[src/scad_pkg.sv]
// Shared types, constants and key tables for the scan code decoder.
package scad_pkg;

   // Field types
   typedef logic [7:0] code_type;
   typedef logic [6:0] index_type;
   typedef logic [2:0] skip_type;

   // Prefix bytes and special key codes
   localparam code_type  PAUSE_PREFIX = 8'hE1;
   localparam code_type  EXT_PREFIX   = 8'hE0;
   localparam code_type  KC_NONE      = 8'h00;
   localparam code_type  KC_PAUSE     = 8'hA0;
   localparam skip_type  SKIP_RESET   = 3'd2;

   // Key indexes with special handling
   localparam index_type IDX_LSHIFT    = 7'd42;
   localparam index_type IDX_RSHIFT    = 7'd54;
   localparam index_type IDX_CAPS      = 7'd58;
   localparam index_type IDX_NUM       = 7'd69;
   localparam index_type IDX_SCROLL    = 7'd70;
   localparam index_type IDX_SYM_FIRST = 7'd2;
   localparam index_type IDX_SYM_LAST  = 7'd53;
   localparam index_type IDX_KP_FIRST  = 7'd71;
   localparam index_type IDX_KP_LAST   = 7'd83;

   localparam code_type  CHAR_A_LOWER  = 8'h61;
   localparam code_type  CHAR_Z_LOWER  = 8'h7A;

   localparam int ROM_ROWS = 89;

   localparam code_type ROM_NORMAL [ROM_ROWS] = '{
      8'h00, 8'h1B, 8'h31, 8'h32, 8'h33, 8'h34, 8'h35, 8'h36,
      8'h37, 8'h38, 8'h39, 8'h30, 8'h2D, 8'h3D, 8'h08, 8'h09,
      8'h71, 8'h77, 8'h65, 8'h72, 8'h74, 8'h79, 8'h75, 8'h69,
      8'h6F, 8'h70, 8'h5B, 8'h5D, 8'h0A, 8'h81, 8'h61, 8'h73,
      8'h64, 8'h66, 8'h67, 8'h68, 8'h6A, 8'h6B, 8'h6C, 8'h3B,
      8'h27, 8'h60, 8'h82, 8'h5C, 8'h7A, 8'h78, 8'h63, 8'h76,
      8'h62, 8'h6E, 8'h6D, 8'h2C, 8'h2E, 8'h2F, 8'h83, 8'h2A,
      8'h85, 8'h20, 8'h86, 8'h87, 8'h88, 8'h89, 8'h8A, 8'h8B,
      8'h8C, 8'h8D, 8'h8E, 8'h8F, 8'h90, 8'h91, 8'h92, 8'h93,
      8'h94, 8'h95, 8'h2D, 8'h96, 8'h97, 8'h98, 8'h2B, 8'h99,
      8'h9A, 8'h9B, 8'h9C, 8'h9D, 8'h00, 8'h00, 8'h00, 8'h9E,
      8'h9F
   };

   localparam code_type ROM_COMBINED [ROM_ROWS] = '{
      8'h00, 8'h1B, 8'h21, 8'h40, 8'h23, 8'h24, 8'h25, 8'h5E,
      8'h26, 8'h2A, 8'h28, 8'h29, 8'h5F, 8'h2B, 8'h08, 8'h09,
      8'h51, 8'h57, 8'h45, 8'h52, 8'h54, 8'h59, 8'h55, 8'h49,
      8'h4F, 8'h50, 8'h7B, 8'h7D, 8'h0A, 8'h81, 8'h41, 8'h53,
      8'h44, 8'h46, 8'h47, 8'h48, 8'h4A, 8'h4B, 8'h4C, 8'h3A,
      8'h22, 8'h7E, 8'h82, 8'h7C, 8'h5A, 8'h58, 8'h43, 8'h56,
      8'h42, 8'h4E, 8'h4D, 8'h3C, 8'h3E, 8'h3F, 8'h83, 8'h2A,
      8'h85, 8'h20, 8'h86, 8'h87, 8'h88, 8'h89, 8'h8A, 8'h8B,
      8'h8C, 8'h8D, 8'h8E, 8'h8F, 8'h90, 8'h91, 8'h92, 8'h37,
      8'h38, 8'h39, 8'h2D, 8'h34, 8'h35, 8'h36, 8'h2B, 8'h31,
      8'h32, 8'h33, 8'h30, 8'h2E, 8'h00, 8'h00, 8'h00, 8'h9E,
      8'h9F
   };

   // Tracked keyboard state
   typedef struct packed {
      logic shift_held;
      logic caps_on;
      logic num_on;
      logic scroll_on;
      logic extended_pending;
   } kbd_state_type;

   // Decision for the byte in the input register
   typedef struct packed {
      logic has_result;
      logic is_pause;
      logic key_pressed;
      logic extended_key;
      logic led_update;
      logic caps_led;
      logic num_led;
      logic scroll_led;
   } decode_type;

   // Read one column; rows past the table read as no key
   function automatic code_type rom_read(input logic combined, input index_type idx);
      code_type value;
      value = KC_NONE;
      if (32'(idx) < ROM_ROWS) begin
         value = combined ? ROM_COMBINED[idx] : ROM_NORMAL[idx];
      end
      return value;
   endfunction

endpackage

[src/scad_if.sv]
// Channel interfaces: scan code input, key result output and register write.
interface scad_req_if;
   logic                valid;
   logic                ready;
   scad_pkg::code_type  scan_code;

   modport source (output valid, output scan_code, input ready);
   modport sink   (input valid, input scan_code, output ready);
endinterface

interface scad_rsp_if;
   logic                valid;
   logic                ready;
   scad_pkg::code_type  key_code;
   logic                key_pressed;
   logic                extended_key;
   logic                led_update;
   logic                caps_lock_led;
   logic                num_lock_led;
   logic                scroll_lock_led;

   modport source (output valid, output key_code, output key_pressed, output extended_key,
                   output led_update, output caps_lock_led, output num_lock_led,
                   output scroll_lock_led, input ready);
   modport sink   (input valid, input key_code, input key_pressed, input extended_key,
                   input led_update, input caps_lock_led, input num_lock_led,
                   input scroll_lock_led, output ready);
endinterface

interface scad_csr_if;
   logic                valid;
   logic                ready;
   scad_pkg::skip_type  pause_skip_count;

   modport source (output valid, output pause_skip_count, input ready);
   modport sink   (input valid, input pause_skip_count, output ready);
endinterface

[src/scad_lookup.sv]
// Key table lookup with shift, caps and num lock column selection.
module scad_lookup #(
   parameter int TABLE_ENTRIES = 89
) (
   input  scad_pkg::index_type     idx,
   input  scad_pkg::kbd_state_type kbd_state,
   output scad_pkg::code_type      key_code
);
   import scad_pkg::*;

   code_type normal_code;
   logic     in_table;
   logic     is_letter;
   logic     use_combined;

   // Limit to the configured table length
   assign in_table    = {1'b0, idx} < 8'(TABLE_ENTRIES);
   assign normal_code = in_table ? rom_read(1'b0, idx) : KC_NONE;
   assign is_letter   = (normal_code >= CHAR_A_LOWER) && (normal_code <= CHAR_Z_LOWER);

   // Letters follow shift xor caps, symbols shift, keypad num lock unless a prefix is pending
   always_comb begin
      priority if (is_letter) begin
         use_combined = kbd_state.shift_held ^ kbd_state.caps_on;
      end else if (idx >= IDX_SYM_FIRST && idx <= IDX_SYM_LAST) begin
         use_combined = kbd_state.shift_held;
      end else if (idx >= IDX_KP_FIRST && idx <= IDX_KP_LAST &&
                   !kbd_state.extended_pending) begin
         use_combined = kbd_state.num_on;
      end else begin
         use_combined = 1'b0;
      end
   end

   assign key_code = !in_table     ? KC_NONE :
                     use_combined  ? rom_read(1'b1, idx) : normal_code;

endmodule

[src/scad_state.sv]
// Keyboard state registers: shift, locks, extended prefix and pause skipping.
module scad_state (
   input  logic                    clock,
   input  logic                    reset,
   input  logic                    advance,
   input  scad_pkg::code_type      code,
   input  logic                    cfg_write,
   input  scad_pkg::skip_type      cfg_data,
   output scad_pkg::kbd_state_type kbd_state,
   output scad_pkg::decode_type    decode
);
   import scad_pkg::*;

   kbd_state_type state_ff, state_in;
   skip_type      skip_ff, skip_in;
   skip_type      skip_cfg_ff, skip_cfg_in;
   index_type     idx;
   logic          down;
   logic          skipping;
   logic          is_pause;
   logic          is_ext;
   logic          led;

   assign idx      = code[6:0];
   assign down     = ~code[7];
   assign skipping = skip_ff != '0;
   assign is_pause = code == PAUSE_PREFIX;
   assign is_ext   = code == EXT_PREFIX;

   // Take register writes
   assign skip_cfg_in = cfg_write ? cfg_data : skip_cfg_ff;

   // Work out the next state for the byte in hand
   always_comb begin
      state_in = state_ff;
      skip_in  = skip_ff;
      led      = 1'b0;
      if (advance) begin
         priority if (skipping) begin
            skip_in = skip_type'(skip_ff - 3'd1);
         end else if (is_pause) begin
            skip_in = skip_cfg_ff;
         end else if (is_ext) begin
            state_in.extended_pending = 1'b1;
         end else begin
            state_in.extended_pending = 1'b0;
            priority if (idx == IDX_LSHIFT || idx == IDX_RSHIFT) begin
               state_in.shift_held = down;
            end else if (idx == IDX_CAPS && down) begin
               state_in.caps_on = ~state_ff.caps_on;
               led              = 1'b1;
            end else if (idx == IDX_NUM && down) begin
               state_in.num_on = ~state_ff.num_on;
               led             = 1'b1;
            end else if (idx == IDX_SCROLL && down) begin
               state_in.scroll_on = ~state_ff.scroll_on;
               led                = 1'b1;
            end else begin
               state_in = state_in;
            end
         end
      end
   end

   // Describe the result for this byte
   always_comb begin
      decode.has_result   = !skipping && !is_ext;
      decode.is_pause     = is_pause;
      decode.key_pressed  = is_pause ? 1'b1 : down;
      decode.extended_key = is_pause ? 1'b0 : state_ff.extended_pending;
      decode.led_update   = led;
      decode.caps_led     = state_in.caps_on;
      decode.num_led      = state_in.num_on;
      decode.scroll_led   = state_in.scroll_on;
   end

   assign kbd_state = state_ff;

   always_ff @(posedge clock) begin
      if (reset) begin
         state_ff    <= '0;
         skip_ff     <= '0;
         skip_cfg_ff <= SKIP_RESET;
      end else begin
         state_ff    <= state_in;
         skip_ff     <= skip_in;
         skip_cfg_ff <= skip_cfg_in;
      end
   end

endmodule

[src/scan_code_to_ascii_decoder.sv]
// Top level of the set-1 scan code to key code decoder.
//
// One scan code byte is taken per req_if transfer. Each byte that is not an
// extended prefix and not swallowed after a pause prefix gives one result on
// rsp_if: a key code, press/release and extended flags, and the lock LED
// states with an update flag when a lock key toggled.
// The byte sits in an input register while the table lookup and state update
// run; the result lands in an output register, from which it is offered on
// rsp_if.
// One byte is taken every cycle while rsp_if does not stall; a byte that gives
// no result leaves the input register even while rsp_if stalls.
// When rsp_if stalls, the output register holds its result and the input
// register holds the next byte; req_if.ready drops once both are full.
// csr_if writes the pause skip count; it is always ready. It is to be written
// only while the decoder is idle; the block itself does not enforce this.
// Reset empties both registers, clears shift, locks, prefix and skip count,
// and sets the pause skip count to two.
module scan_code_to_ascii_decoder #(
   parameter int TABLE_ENTRIES = 89
) (
   input logic         clock,
   input logic         reset,
   scad_req_if.sink    req_if,
   scad_rsp_if.source  rsp_if,
   scad_csr_if.sink    csr_if
);
   import scad_pkg::*;

   logic          in_valid_ff, in_valid_in;
   code_type      in_code_ff, in_code_in;
   logic          out_valid_ff, out_valid_in;
   code_type      key_code_ff, key_code_in;
   decode_type    out_dec_ff, out_dec_in;
   kbd_state_type kbd_state;
   decode_type    decode;
   code_type      table_code;
   logic          out_free;
   logic          advance;
   logic          req_xfer;

   // Handshake
   assign out_free      = !out_valid_ff || rsp_if.ready;
   assign advance       = in_valid_ff && (!decode.has_result || out_free);
   assign req_if.ready  = !in_valid_ff || advance;
   assign req_xfer      = req_if.valid && req_if.ready;
   assign csr_if.ready  = 1'b1;

   scad_state u_state (
      .clock     (clock),
      .reset     (reset),
      .advance   (advance),
      .code      (in_code_ff),
      .cfg_write (csr_if.valid),
      .cfg_data  (csr_if.pause_skip_count),
      .kbd_state (kbd_state),
      .decode    (decode)
   );

   scad_lookup #(
      .TABLE_ENTRIES (TABLE_ENTRIES)
   ) u_lookup (
      .idx       (in_code_ff[6:0]),
      .kbd_state (kbd_state),
      .key_code  (table_code)
   );

   // Load the input register on a transfer, drop it once processed
   always_comb begin
      in_code_in  = req_xfer ? req_if.scan_code : in_code_ff;
      in_valid_in = req_xfer ? 1'b1 : (advance ? 1'b0 : in_valid_ff);
   end

   // Load the output register with a new result, clear it once taken
   always_comb begin
      key_code_in  = key_code_ff;
      out_dec_in   = out_dec_ff;
      out_valid_in = out_valid_ff && !rsp_if.ready;
      if (advance && decode.has_result) begin
         key_code_in  = decode.is_pause ? KC_PAUSE : table_code;
         out_dec_in   = decode;
         out_valid_in = 1'b1;
      end
   end

   always_ff @(posedge clock) begin
      if (reset) begin
         in_valid_ff  <= 1'b0;
         out_valid_ff <= 1'b0;
      end else begin
         in_valid_ff  <= in_valid_in;
         out_valid_ff <= out_valid_in;
      end
   end

   always_ff @(posedge clock) begin
      in_code_ff  <= in_code_in;
      key_code_ff <= key_code_in;
      out_dec_ff  <= out_dec_in;
   end

   // Drive the result channel
   assign rsp_if.valid           = out_valid_ff;
   assign rsp_if.key_code        = key_code_ff;
   assign rsp_if.key_pressed     = out_dec_ff.key_pressed;
   assign rsp_if.extended_key    = out_dec_ff.extended_key;
   assign rsp_if.led_update      = out_dec_ff.led_update;
   assign rsp_if.caps_lock_led   = out_dec_ff.caps_led;
   assign rsp_if.num_lock_led    = out_dec_ff.num_led;
   assign rsp_if.scroll_lock_led = out_dec_ff.scroll_led;

endmodule

[src/flat_wrapper.sv]
// flat-port wrapper written by rule: the top's interface ports become plain ports
module scan_code_to_ascii_decoder_flat import scad_pkg::*;
#(
   parameter int TABLE_ENTRIES = 89
)
  (clock, reset, req_if_valid, req_if_scan_code, req_if_ready, rsp_if_valid, rsp_if_key_code, rsp_if_key_pressed, rsp_if_extended_key, rsp_if_led_update, rsp_if_caps_lock_led, rsp_if_num_lock_led, rsp_if_scroll_lock_led, rsp_if_ready, csr_if_valid, csr_if_pause_skip_count, csr_if_ready);
  scad_req_if req_if_i ();
  scad_rsp_if rsp_if_i ();
  scad_csr_if csr_if_i ();
  input logic clock;
  input logic reset;
  input wire logic [$bits(req_if_i.valid)-1:0] req_if_valid;
  input wire logic [$bits(req_if_i.scan_code)-1:0] req_if_scan_code;
  output wire logic [$bits(req_if_i.ready)-1:0] req_if_ready;
  output wire logic [$bits(rsp_if_i.valid)-1:0] rsp_if_valid;
  output wire logic [$bits(rsp_if_i.key_code)-1:0] rsp_if_key_code;
  output wire logic [$bits(rsp_if_i.key_pressed)-1:0] rsp_if_key_pressed;
  output wire logic [$bits(rsp_if_i.extended_key)-1:0] rsp_if_extended_key;
  output wire logic [$bits(rsp_if_i.led_update)-1:0] rsp_if_led_update;
  output wire logic [$bits(rsp_if_i.caps_lock_led)-1:0] rsp_if_caps_lock_led;
  output wire logic [$bits(rsp_if_i.num_lock_led)-1:0] rsp_if_num_lock_led;
  output wire logic [$bits(rsp_if_i.scroll_lock_led)-1:0] rsp_if_scroll_lock_led;
  input wire logic [$bits(rsp_if_i.ready)-1:0] rsp_if_ready;
  input wire logic [$bits(csr_if_i.valid)-1:0] csr_if_valid;
  input wire logic [$bits(csr_if_i.pause_skip_count)-1:0] csr_if_pause_skip_count;
  output wire logic [$bits(csr_if_i.ready)-1:0] csr_if_ready;
  assign req_if_i.valid = req_if_valid;
  assign req_if_i.scan_code = req_if_scan_code;
  assign req_if_ready = req_if_i.ready;
  assign rsp_if_valid = rsp_if_i.valid;
  assign rsp_if_key_code = rsp_if_i.key_code;
  assign rsp_if_key_pressed = rsp_if_i.key_pressed;
  assign rsp_if_extended_key = rsp_if_i.extended_key;
  assign rsp_if_led_update = rsp_if_i.led_update;
  assign rsp_if_caps_lock_led = rsp_if_i.caps_lock_led;
  assign rsp_if_num_lock_led = rsp_if_i.num_lock_led;
  assign rsp_if_scroll_lock_led = rsp_if_i.scroll_lock_led;
  assign rsp_if_i.ready = rsp_if_ready;
  assign csr_if_i.valid = csr_if_valid;
  assign csr_if_i.pause_skip_count = csr_if_pause_skip_count;
  assign csr_if_ready = csr_if_i.ready;
  scan_code_to_ascii_decoder #(.TABLE_ENTRIES(TABLE_ENTRIES)) u_core (.clock(clock), .reset(reset), .req_if(req_if_i), .rsp_if(rsp_if_i), .csr_if(csr_if_i));
endmodule
[config.mk]
export PLATFORM = sky130hd
export DESIGN_NAME = scan_code_to_ascii_decoder_flat
export DESIGN_NICKNAME = d
export VERILOG_FILES = /design/src/scad_pkg.sv /design/src/scad_if.sv /design/src/scad_lookup.sv /design/src/scad_state.sv /design/src/scan_code_to_ascii_decoder.sv /design/src/flat_wrapper.sv
export SDC_FILE = /design/constraint.sdc
export NUM_CORES = 1
export LEC_CHECK = 0
export CAP_MARGIN = 0
export CORE_MARGIN = 5
export CORE_UTILIZATION = 35
export CTS_CLUSTER_DIAMETER = 200
export CTS_CLUSTER_SIZE = 8
export DETAILED_ROUTE_END_ITERATION = 10
export DONT_BUFFER_PORTS = 1
export GPL_TIMING_DRIVEN = 0
export HOLD_SLACK_MARGIN = 0.02
export PLACE_DENSITY = 0.51
export SYNTH_ARGS = -nofsm -noshare
export SYNTH_HDL_FRONTEND = slang
export SYNTH_SLANG_ARGS = --single-unit
[constraint.sdc]
create_clock -name clock -period 6.93 [get_ports clock]
set_input_delay 0.3465 -clock clock [delete_from_list [all_inputs] [get_ports clock]]
set_output_delay 0.3465 -clock clock [all_outputs]
set_load 0.1 [all_outputs]
==> flow_summary_export.csv, run 1 <==
group,metric,value,unit
clock_network,cts_hold_buf,0,
worst_setup_path,crit_top_cell,"mux2_4",
worst_hold_path,hold_path_class,"in -> reg",
clock_network,cts.clk_slew.worst_paths,0.08,ns
sta,finalSetupViolations,0,
run,cap_violations,0,
floorplanning,core-area,0.00933,mm²
worst_setup_path,r2r_slack,2.60,ns
synth,synth-seq-area-share,27.2,%
worst_setup_path,required,6.98,ns
power_and_ir_drop,switching_share,38.4,%
synth,synth_edf_count,22,
sta,maxSlewViolCount,0,
synth,avgSynthCellArea,8.17,µm²
grt,grt-ovfl-total,0,
power_and_ir_drop,power_density,166,mW/mm²
worst_setup_path,critPathArrivalTime,4.38,ns
grt,grt_max_degree,15,
worst_setup_path,r2r_end,"u_core.rsp_if.key_code[4]",
placement,hpwl,8940,µm
grt,grt_pass1_wl,18000,µm
floorplanning,num_rows,35,
sta,worst_pin_slew,0.960,ns
worst_setup_path,worstSetupEndpointType,"register",
power_and_ir_drop,power_frac_clock,26.1,%
floorplanning,start_util,36.3,%
sta,clock_skew,0.0155,ns
grt,grt_use_total,20.1,%
finish,final_area,0.00364,mm²
finish,nets,454,
finish,antenna_cells,0,
clock_network,postCtsSetupBuffers,0,
worst_setup_path,path_max_fanout,11,
finish,drive_gt1_share,10.4,%
synth,synth.most_common_cell,"nand2_1",
synth,syn_area,0.00338,mm²
floorplanning,die_h,108,µm
clock_network,cts_root_buf,"clkbuf_8",
sta,fmax,231,MHz
worst_setup_path,reg2reg_depth,11,
worst_setup_path,path_cells,"inv_1 > ha_1 > clkbuf_1 > o21a_1 > o32ai_1 > a21oi_1 > a211oi_2 > nand3_1 > o311ai_4 > mux2_4 > mux2_4",
synth,synth_top_cells_by_count,"47 x nand2_1, 32 x o21ai_0, 30 x a21oi_1",
worst_setup_path,r2r-start,"u_core.in_code_ff[1]",
floorplanning,io_pins,33,
worst_setup_path,crit_cells,11,
placement,dpl_cell_area,0.00354,mm²
power_and_ir_drop,p_seq_share,45.7,%
synth,synth_ff_type,"edfxtp_1",
worst_setup_path,critPathTopFamily,"compound AO/OA/AOI/OAI gates",
sta,slew_headroom,35.9,%
drt,routedWlPerCell,21.3,µm
placement,placed_cells,543,
worst_setup_path,path_buf_inv,2,
worst_setup_path,endpoint,"u_core.rsp_if.key_code[4]",
clock_network,clock_latency,0.30,ns
drt,routed_wl,11700,µm
power_and_ir_drop,p_leak,1.33,nW
synth,synthTopCellsByArea,"edfxtp_1 20%, dfxtp_1 7.7%, ha_1 6.3%",
sta,min_period,4.33,ns
sta,rsz0062_at_grt,"no",
sta,timing.final.crit_share,62.5,%
grt,grt_pass1_vias,3221,
finish,syn2layout_area_growth,7.47,%
power_and_ir_drop,combPwrFrac,28.2,%
power_and_ir_drop,p_int,0.000372,W
worst_setup_path,critical_path_class,"reg -> reg",
sta,hold_slack,0.105,ns
placement,port_buffers,0,
drt,vias,3392,
power_and_ir_drop,power.total,0.000605,W
clock_network,cts_buffers,5,
drt,ant_nets,0,
finish,instances_no_fill,551,
floorplanning,die_w,108,µm
clock_network,h-tree-depth,2,
drt,drc,0,
synth,synth_top_area_share,19.5,%
synth,synth_nets,447,
clock_network,cts.sinks,35,
worst_setup_path,start_kind,"register",
power_and_ir_drop,peakVddDrop,93.0,µV
placement,gp_congestion,0.967,
synth,ys_types,75,
synth,yosys.area.top_type,"edfxtp_1",
drt,drtIter0Drc,437,
sta,timing.setup.tns,0,ns
grt,antenna_found_initial,0,
outcome,status,"complete, no violations",
worst_setup_path,cp-startpoint,"u_core.in_code_ff[1]",
clock_network,ctsResizeCount,0,
power_and_ir_drop,p_sw,0.000233,W
synth,synth_cells,414,
synth,yosys_warnings,0,
sta,finalHoldViolCount,0,
clock_network,cts_tree,"built",
worst_setup_path,crit_path_top_delay_cell,"edfxtp_1",
synth,synthArstFlopShare,0,%
drt,first_pass_iters,5,
clock_network,clockBufferDepth,2,
drt,viasPerCell,6.16,
worst_setup_path,max_stage_delay,0.63,ns
floorplanning,die_area,0.0117,mm²
synth,ys_ff_latch,35,
-- cells by family (layout without fill, tap and decap cells) --
kind of cell,count (synthesis),in the layout,synth area share (%)
AOI/OAI and AO/OA,147,147,31.0
and+or+nand+nor,145,145,21.1
buffers and inverters,49,57,7.58
DFF,35,35,27.2
adders and majority gates,17,17,6.29
muxes,15,15,5.44
xor gates and xnor gates,5,5,1.29
other,1,1,0.111
-- cell usage in the layout, fill, tap and decap left out, types with 5 or more instances in the layout --
master	n
nand3_1	14
mux2i_1	9
nor2_1	27
a21oi_1	30
a21o_1	6
o21ai_0	32
nor2b_1	17
o221ai_1	5
buf_2	10
o21a_1	5
o211ai_1	8
a211oi_1	7
inv_1	13
nand2_1	47
a31oi_1	5
nand2b_1	11
clkbuf_1	14
dfxtp_1	13
buf_6	7
clkbuf_8	6
edfxtp_1	22
ha_1	17
nor3_1	8
-- sequential cells by signal, indices dropped and copies added (netlist names) --
name / cells
u_core.in_code_ff: 8
u_core.rsp_if.key_code: 8
u_core.u_state.kbd_state: 5
u_core.u_state.skip_cfg_ff: 3
u_core.u_state.skip_ff: 3
u_core.in_valid_ff: 1
u_core.rsp_if.caps_lock_led: 1
u_core.rsp_if.extended_key: 1
u_core.rsp_if.key_pressed: 1
u_core.rsp_if.led_update: 1
u_core.rsp_if.num_lock_led: 1
u_core.rsp_if.scroll_lock_led: 1
u_core.rsp_if.valid: 1
-- layer usage --
layer	up-vias	wire [µm]	track usage, %
met5	-	0	0
met4	0	546	9.83
met3	45	1110	4.00
met2	220	4990	30.0
met1	1569	5090	27.5
li1	1558	-	-
-- per-stage QoR --
step | util, % | setup slack, ns
finish | 39.0 | 2.60
global route | 39.0 | 2.42
CTS | 39.0 | 2.63
detailed placement | 38.0 | 2.63
global placement | 38.0 | 2.60
floorplan | - | 3.54
-- worst min-delay path by stage --
stage,from,to,slack [ns],cells after the start
floorplan,reset,u_core.u_state.kbd_state[1],0.42,1
global placement,reset,u_core.u_state.kbd_state[3],0.42,1
detailed placement,reset,u_core.u_state.kbd_state[3],0.42,1
CTS,reset,u_core.u_state.kbd_state[3],0.1,1
global route,reset,u_core.u_state.kbd_state[3],0.10,1
finish,reset,u_core.u_state.kbd_state[3],0.10,1
-- cell type report --
| cell class | count | area (µm²) |
|---|---|---|
| tap | 129 | 161 |
| sequential | 35 | 921 |
| buffer | 35 | 204 |
| clock inverter | 1 | 5.00 |
| inverter | 14 | 52.6 |
| fill | 941 | 5690 |
| clock buffer | 7 | 86.3 |
| multi-input combinational | 330 | 2210 |
-- power by group through the flow --
| stage | logic (W) | registers [W] | clock network [W] |
|---|---|---|---|
| after detailed placement | 0.000165 | 0.000281 | 0 |
| final | 0.000170 | 0.000277 | 0.000158 |
| after global routing | 0.000181 | 0.000278 | 0.000172 |
| after global placement | 0.000170 | 0.000281 | 0 |
| after CTS | 0.000165 | 0.000277 | 0.000164 |
| after floorplan | 0.000121 | 0.000278 | 0 |
(Power assumes the default switching activity.)
==> inputs of run 2 (changes only) <==
ABC_AREA = 1   (was not set)
PLACE_DENSITY = 0.53   (was 0.51)
clock period = 3.74 ns   (was 6.93 ns; I/O delays follow)
==> flow_summary_export.csv, run 2 <==
group,metric,value,unit
worst_setup_path,critPathArrivalTime,3.47,ns
clock_network,clock_latency,0.29,ns
grt,antenna_found_initial,0,
clock_network,h-tree-depth,2,
synth,yosys_warnings,0,
floorplanning,die_area,0.0116,mm²
worst_setup_path,r2r_slack,0.32,ns
synth,synth_ff_type,"edfxtp_1",
power_and_ir_drop,power.total,0.00121,W
sta,worst_pin_slew,0.993,ns
sta,setup_slack,0.317,ns
worst_setup_path,endpoint,"u_core.rsp_if.key_code[3]",
floorplanning,core-area,0.00928,mm²
sta,finalSetupViolations,0,
sta,clock_skew,0.0139,ns
worst_setup_path,critical_path_class,"reg -> reg",
sta,fmax,292,MHz
synth,yosys.area.top_type,"edfxtp_1",
finish,layout_commonest_cell,"nand2_1",
sta,finalHoldViolCount,0,
synth,syn_area,0.00335,mm²
clock_network,cts_root_buf,"clkbuf_8",
worst_setup_path,worstSetupEndpointType,"register",
synth,synth_top_area_share,19.7,%
synth,avgSynthCellArea,6.73,µm²
clock_network,cts.clk_slew.worst_paths,0.08,ns
finish,register_area,921,µm²
finish,layout_common_cells,"158 x nand2_1, 50 x inv_1, 47 x nand3_1",
grt,grt_max_degree,15,
synth,synthTopCellsByArea,"edfxtp_1 20%, nand2_1 18%, dfxtp_1 7.8%",
power_and_ir_drop,power_density,323,mW/mm²
placement,pre_cts_slack,0.323,ns
synth,ys_ff_latch,35,
clock_network,postCtsSetupBuffers,0,
grt,grt_pass1_vias,3439,
placement,hpwl,9150,µm
grt,grt-ovfl-total,0,
floorplanning,start_util,36.1,%
synth,synth.most_common_cell,"nand2_1",
clock_network,ctsResizeCount,0,
run,cap_violations,0,
floorplanning,num_rows,35,
sta,slew_headroom,33.7,%
drt,viasPerCell,5.51,
outcome,status,"complete, no violations",
placement,gp_congestion,1.05,
placement,dpl_cell_area,0.00351,mm²
sta,min_period,3.42,ns
clock_network,cts_tree,"built",
clock_network,cts_buffers,5,
drt,ant_nets,0,
placement,port_buffers,0,
drt,first_pass_iters,6,
synth,ys_types,45,
worst_setup_path,cp-startpoint,"u_core.in_code_ff[1]",
finish,drive_gt1_share,12.4,%
finish,postLayoutCoreUtil,40.1,%
drt,drtIter0Drc,390,
finish,final_area,0.00373,mm²
clock_network,clockBufferDepth,2,
floorplanning,io_pins,33,
finish,multi_input_area,0.00205,mm²
floorplanning,die_w,108,µm
drt,routed_wl,12200,µm
finish,nFillCells,1006,
synth,synth_top_cells_by_count,"158 x nand2_1, 50 x inv_1, 47 x nand3_1",
worst_setup_path,start_kind,"register",
clock_network,cts.sinks,35,
worst_setup_path,path_max_fanout,14,
power_and_ir_drop,peakVddDrop,213,µV
sta,timing.final.crit_share,91.5,%
synth,synth_nets,531,
synth,synthArstFlopShare,0,%
sta,timing.setup.tns,0,ns
synth,synth-seq-area-share,27.5,%
worst_setup_path,r2r_end,"u_core.rsp_if.key_code[3]",
sta,rsz0062_at_grt,"no",
worst_setup_path,reg2reg_depth,15,
sta,maxSlewViolCount,0,
finish,nets,548,
worst_hold_path,hold_path_class,"in -> reg",
grt,grt_pass1_wl,18600,µm
finish,syn2layout_area_growth,11.2,%
synth,synth_cells,498,
drt,routedWlPerCell,18.9,µm
finish,antenna_cells,0,
floorplanning,die_h,108,µm
drt,drc,0,
worst_setup_path,required,3.79,ns
synth,synth_edf_count,22,
drt,vias,3556,
worst_setup_path,r2r-start,"u_core.in_code_ff[1]",
power_and_ir_drop,p_leak,1.74,nW
grt,grt_use_total,21.0,%
## run 2: final cells by class
cell class | instances | area share [%]
Timing Repair Buffer | 10 | 2.69
Sequential cell | 35 | 24.7
Buffer | 18 | 4.33
Clock buffer | 7 | 2.89
Inverter | 57 | 5.94
Clock inverter | 1 | 0.134
Tap cell | 129 | 4.33
Multi-Input combinational cell | 388 | 55.0
## run 2: worst min-delay path by stage
stage	start	end	slack [ns]	cells after the start
6_report	csr_if_valid	u_core.u_state.skip_cfg_ff[1]	0.02	2
3_5_place_dp	reset	u_core.u_state.skip_ff[2]	0.26	1
4_1_cts	csr_if_valid	u_core.u_state.skip_cfg_ff[1]	0.02	2
3_3_place_gp	reset	u_core.u_state.skip_ff[2]	0.26	1
2_1_floorplan	reset	u_core.in_valid_ff	0.26	1
5_1_grt	csr_if_valid	u_core.u_state.skip_cfg_ff[1]	0.03	2
## run 2: repair_timing
| item | CTS | global route |
|---|---|---|
| setup endpoints to repair | 0 | 0 |
| endpoints found under the hold margin | 15 | 0 |
| hold buffers | 10 | 0 |
## run 2: kinds of logic (layout without fill, tap and decap cells)
logic type / after synthesis / in the layout / share of synthesized area (%)
other: 1 / 1 / 0.112
buffers and inverters: 75 / 93 / 11.4
AND/OR/NAND/NOR: 285 / 285 / 38.8
XOR/XNOR: 4 / 4 / 1.05
adder cells (fa/ha/maj): 17 / 17 / 6.35
AO/OA/AOI/OAI: 81 / 81 / 14.8
flip-flops: 35 / 35 / 27.5
## run 2: per-layer routing
metal,vias up,wire [µm],global-route usage [%]
met3,40,1080,3.54
met1,1632,5190,27.9
met5,-,0,0
li1,1678,-,-
met2,206,5480,34.6
met4,0,425,7.03
## run 2: worst max-delay path, stage by stage, from the launching register on
cell,delay [ns]
edfxtp_1,0.73
inv_1,0.41
ha_1,0.56
nor2_1,0.11
o21ai_0,0.32
nand3_1,0.13
nand2_1,0.08
nand3_1,0.13
nand2_1,0.12
inv_1,0.06
nand3_2,0.09
nand3_2,0.11
nand2_2,0.11
nand2_4,0.09
nand2_1,0.06
o21ai_1,0.05
## run 2: power by group
| part | switching [W] | internal, W | total, W |
|---|---|---|---|
| sequential | 0.0000871 | 0.000436 | 0.000523 |
| clock | 0.000147 | 0.000189 | 0.000336 |
| combinational | 0.000240 | 0.000107 | 0.000347 |
## run 2: stage by stage
stage                     hold slack (ns)  cells
after floorplan                     0.256    498
after global routing               0.0333    645
final                              0.0238    645
after global placement              0.259    627
after detailed placement            0.261    627
after CTS                          0.0208    645
==> inputs of run 3 (changes only) <==
SETUP_SLACK_MARGIN = 0.4   (was not set)
==> flow_summary_export.csv, run 3 (synthesized netlist as in run 2, its figures left out) <==
group,metric,value,unit
placement,port_buffers,0,
worst_setup_path,reg2reg_depth,18,
sta,maxSlewViolCount,0,
finish,instances_no_fill,646,
clock_network,cts.sinks,35,
clock_network,clockBufferDepth,2,
floorplanning,die_h,108,µm
sta,finalHoldViolCount,0,
worst_setup_path,required,3.78,ns
worst_setup_path,r2r_end,"u_core.rsp_if.key_code[3]",
worst_setup_path,critical_path_class,"reg -> reg",
floorplanning,die_w,108,µm
drt,routedWlPerCell,19.0,µm
worst_setup_path,worstSetupEndpointType,"register",
sta,worst_pin_slew,0.993,ns
sta,setup_slack,0.644,ns
clock_network,cts_root_buf,"clkbuf_8",
grt,antenna_found_initial,0,
grt,grt_pass1_wl,18700,µm
sta,clock_skew,0.0137,ns
worst_setup_path,crit_top_cell,"nand2_1",
placement,dpl_cell_area,0.00351,mm²
grt,grt_use_total,21.1,%
clock_network,cts_buffers,5,
worst_setup_path,r2r_slack,0.64,ns
worst_hold_path,min_to,"u_core.u_state.skip_cfg_ff[1]",
grt,grt-ovfl-total,0,
worst_setup_path,path_cells,"buf_2 > inv_1 > ha_1 > nand2_1 > nand2_1 > nand2_1 > nand2_1 > nand2_1 > nand2_1 > nand2_1 > nand3_1 > nand2_1 > inv_1 > nand3_2 > nand3_2 > nand2_2 > nand2_4 > o21ai_1",
worst_hold_path,hp-start,"csr_if_valid",
outcome,status,"complete, no violations",
drt,routed_wl,12300,µm
worst_setup_path,start_kind,"register",
worst_setup_path,max_stage_delay,0.48,ns
clock_network,cts_tree,"built",
finish,drive_gt1_share,12.8,%
drt,ant_nets,0,
drt,first_pass_iters,6,
floorplanning,io_pins,33,
worst_hold_path,holdPathStages,2,
worst_setup_path,crit_path_top_delay_cell,"ha_1",
placement,placed_cells,627,
drt,viasPerCell,5.55,
worst_hold_path,hold_path_class,"in -> reg",
sta,min_period,3.10,ns
floorplanning,die_area,0.0116,mm²
finish,layout_commonest_cell,"nand2_1",
worst_setup_path,critPathArrivalTime,3.14,ns
finish,postLayoutCoreUtil,40.2,%
placement,pre_cts_slack,0.323,ns
sta,timing.setup.tns,0,ns
floorplanning,num_rows,35,
finish,nFillCells,1007,
drt,vias,3583,
worst_setup_path,r2r-start,"u_core.in_code_ff[0]",
worst_setup_path,path_max_fanout,10,
placement,hpwl,9150,µm
grt,grt_max_degree,15,
clock_network,cts.clk_slew.worst_paths,0.08,ns
finish,syn2layout_area_growth,11.5,%
power_and_ir_drop,power_density,323,mW/mm²
placement,gp_congestion,1.05,
floorplanning,core-area,0.00928,mm²
finish,antenna_cells,0,
sta,finalSetupViolations,0,
grt,grt_pass1_vias,3434,
sta,timing.final.crit_share,82.8,%
sta,fmax,323,MHz
sta,slew_headroom,33.7,%
power_and_ir_drop,p_leak,1.75,nW
drt,drtIter0Drc,421,
drt,drc,0,
run,cap_violations,0,
power_and_ir_drop,peakVddDrop,214,µV
clock_network,h-tree-depth,2,
finish,final_area,0.00374,mm²
finish,nets,549,
finish,layout_common_cells,"157 x nand2_1, 50 x inv_1, 47 x nand3_1",
clock_network,clock_latency,0.29,ns
floorplanning,start_util,36.1,%
sta,rsz0062_at_grt,"no",
-- run 3: timing repair --
| action | CTS | global route |
|---|---|---|
| setup endpoints to repair | 16 | 2 |
| hold endpoints to repair | 15 | 0 |
| setup buffers | 1 | 0 |
| hold buffers | 10 | 0 |
| gates resized for setup | 1 | 1 |
-- run 3: power breakdown --
part | switching, W | total (W) | internal (W)
registers | 0.0000845 | 0.000520 | 0.000436
clock network | 0.000146 | 0.000335 | 0.000189
logic | 0.000245 | 0.000353 | 0.000107
total | 0.000476 | 0.00121 | 0.000732
-- run 3: worst max-delay path: cells and delay by family, from the launching register on --
family,cells,cell delay (ns)
buffers and inverters,3,0.57
adders and majority gates,1,0.48
DFF,1,0.44
AOI/OAI and AO/OA,1,0.06
and+or+nand+nor,13,1.28
-- run 3: routing by layer --
| layer | global-route usage (%) | vias up | wire length, µm |
|---|---|---|---|
| li1 | - | 1678 | - |
| met1 | 27.7 | 1634 | 5110 |
| met2 | 34.9 | 230 | 5590 |
| met3 | 3.84 | 41 | 1180 |
| met4 | 6.94 | 0 | 379 |
| met5 | 0 | - | 0 |
-- run 3: worst max-delay path by stage --
stage          depth (start not counted)  slack [ns]            startpoint                        end
3_3_place_gp                           8        0.26  u_core.in_code_ff[1]       u_core.in_code_ff[3]
2_1_floorplan                          8        0.96  u_core.in_code_ff[1]       u_core.in_code_ff[0]
5_1_grt                               18        0.45  u_core.in_code_ff[0]  u_core.rsp_if.key_code[3]
4_1_cts                               16        0.60  u_core.in_code_ff[0]  u_core.rsp_if.key_code[3]
6_report                              18        0.64  u_core.in_code_ff[0]  u_core.rsp_if.key_code[3]
3_5_place_dp                          15        0.32  u_core.in_code_ff[1]  u_core.rsp_if.key_code[3]
-- run 3: metrics by stage --
step	power, W	hold slack [ns]
after detailed placement	0.000860	0.261
after CTS	0.00121	0.0208
final	0.00121	0.0235
after global routing	0.00126	0.0333
after floorplan	0.000767	0.256
after global placement	0.000866	0.259
-- run 3: layout make-up --
type | instances | area [µm²] | share of cell area [%]
Sequential cell | 35 | 921 | 24.6
Multi-Input combinational cell | 388 | 2050 | 54.9
Clock buffer | 7 | 108 | 2.88
Buffer | 18 | 161 | 4.32
Timing Repair Buffer | 11 | 108 | 2.88
Inverter | 57 | 221 | 5.93
Tap cell | 129 | 161 | 4.32
Clock inverter | 1 | 5.00 | 0.134
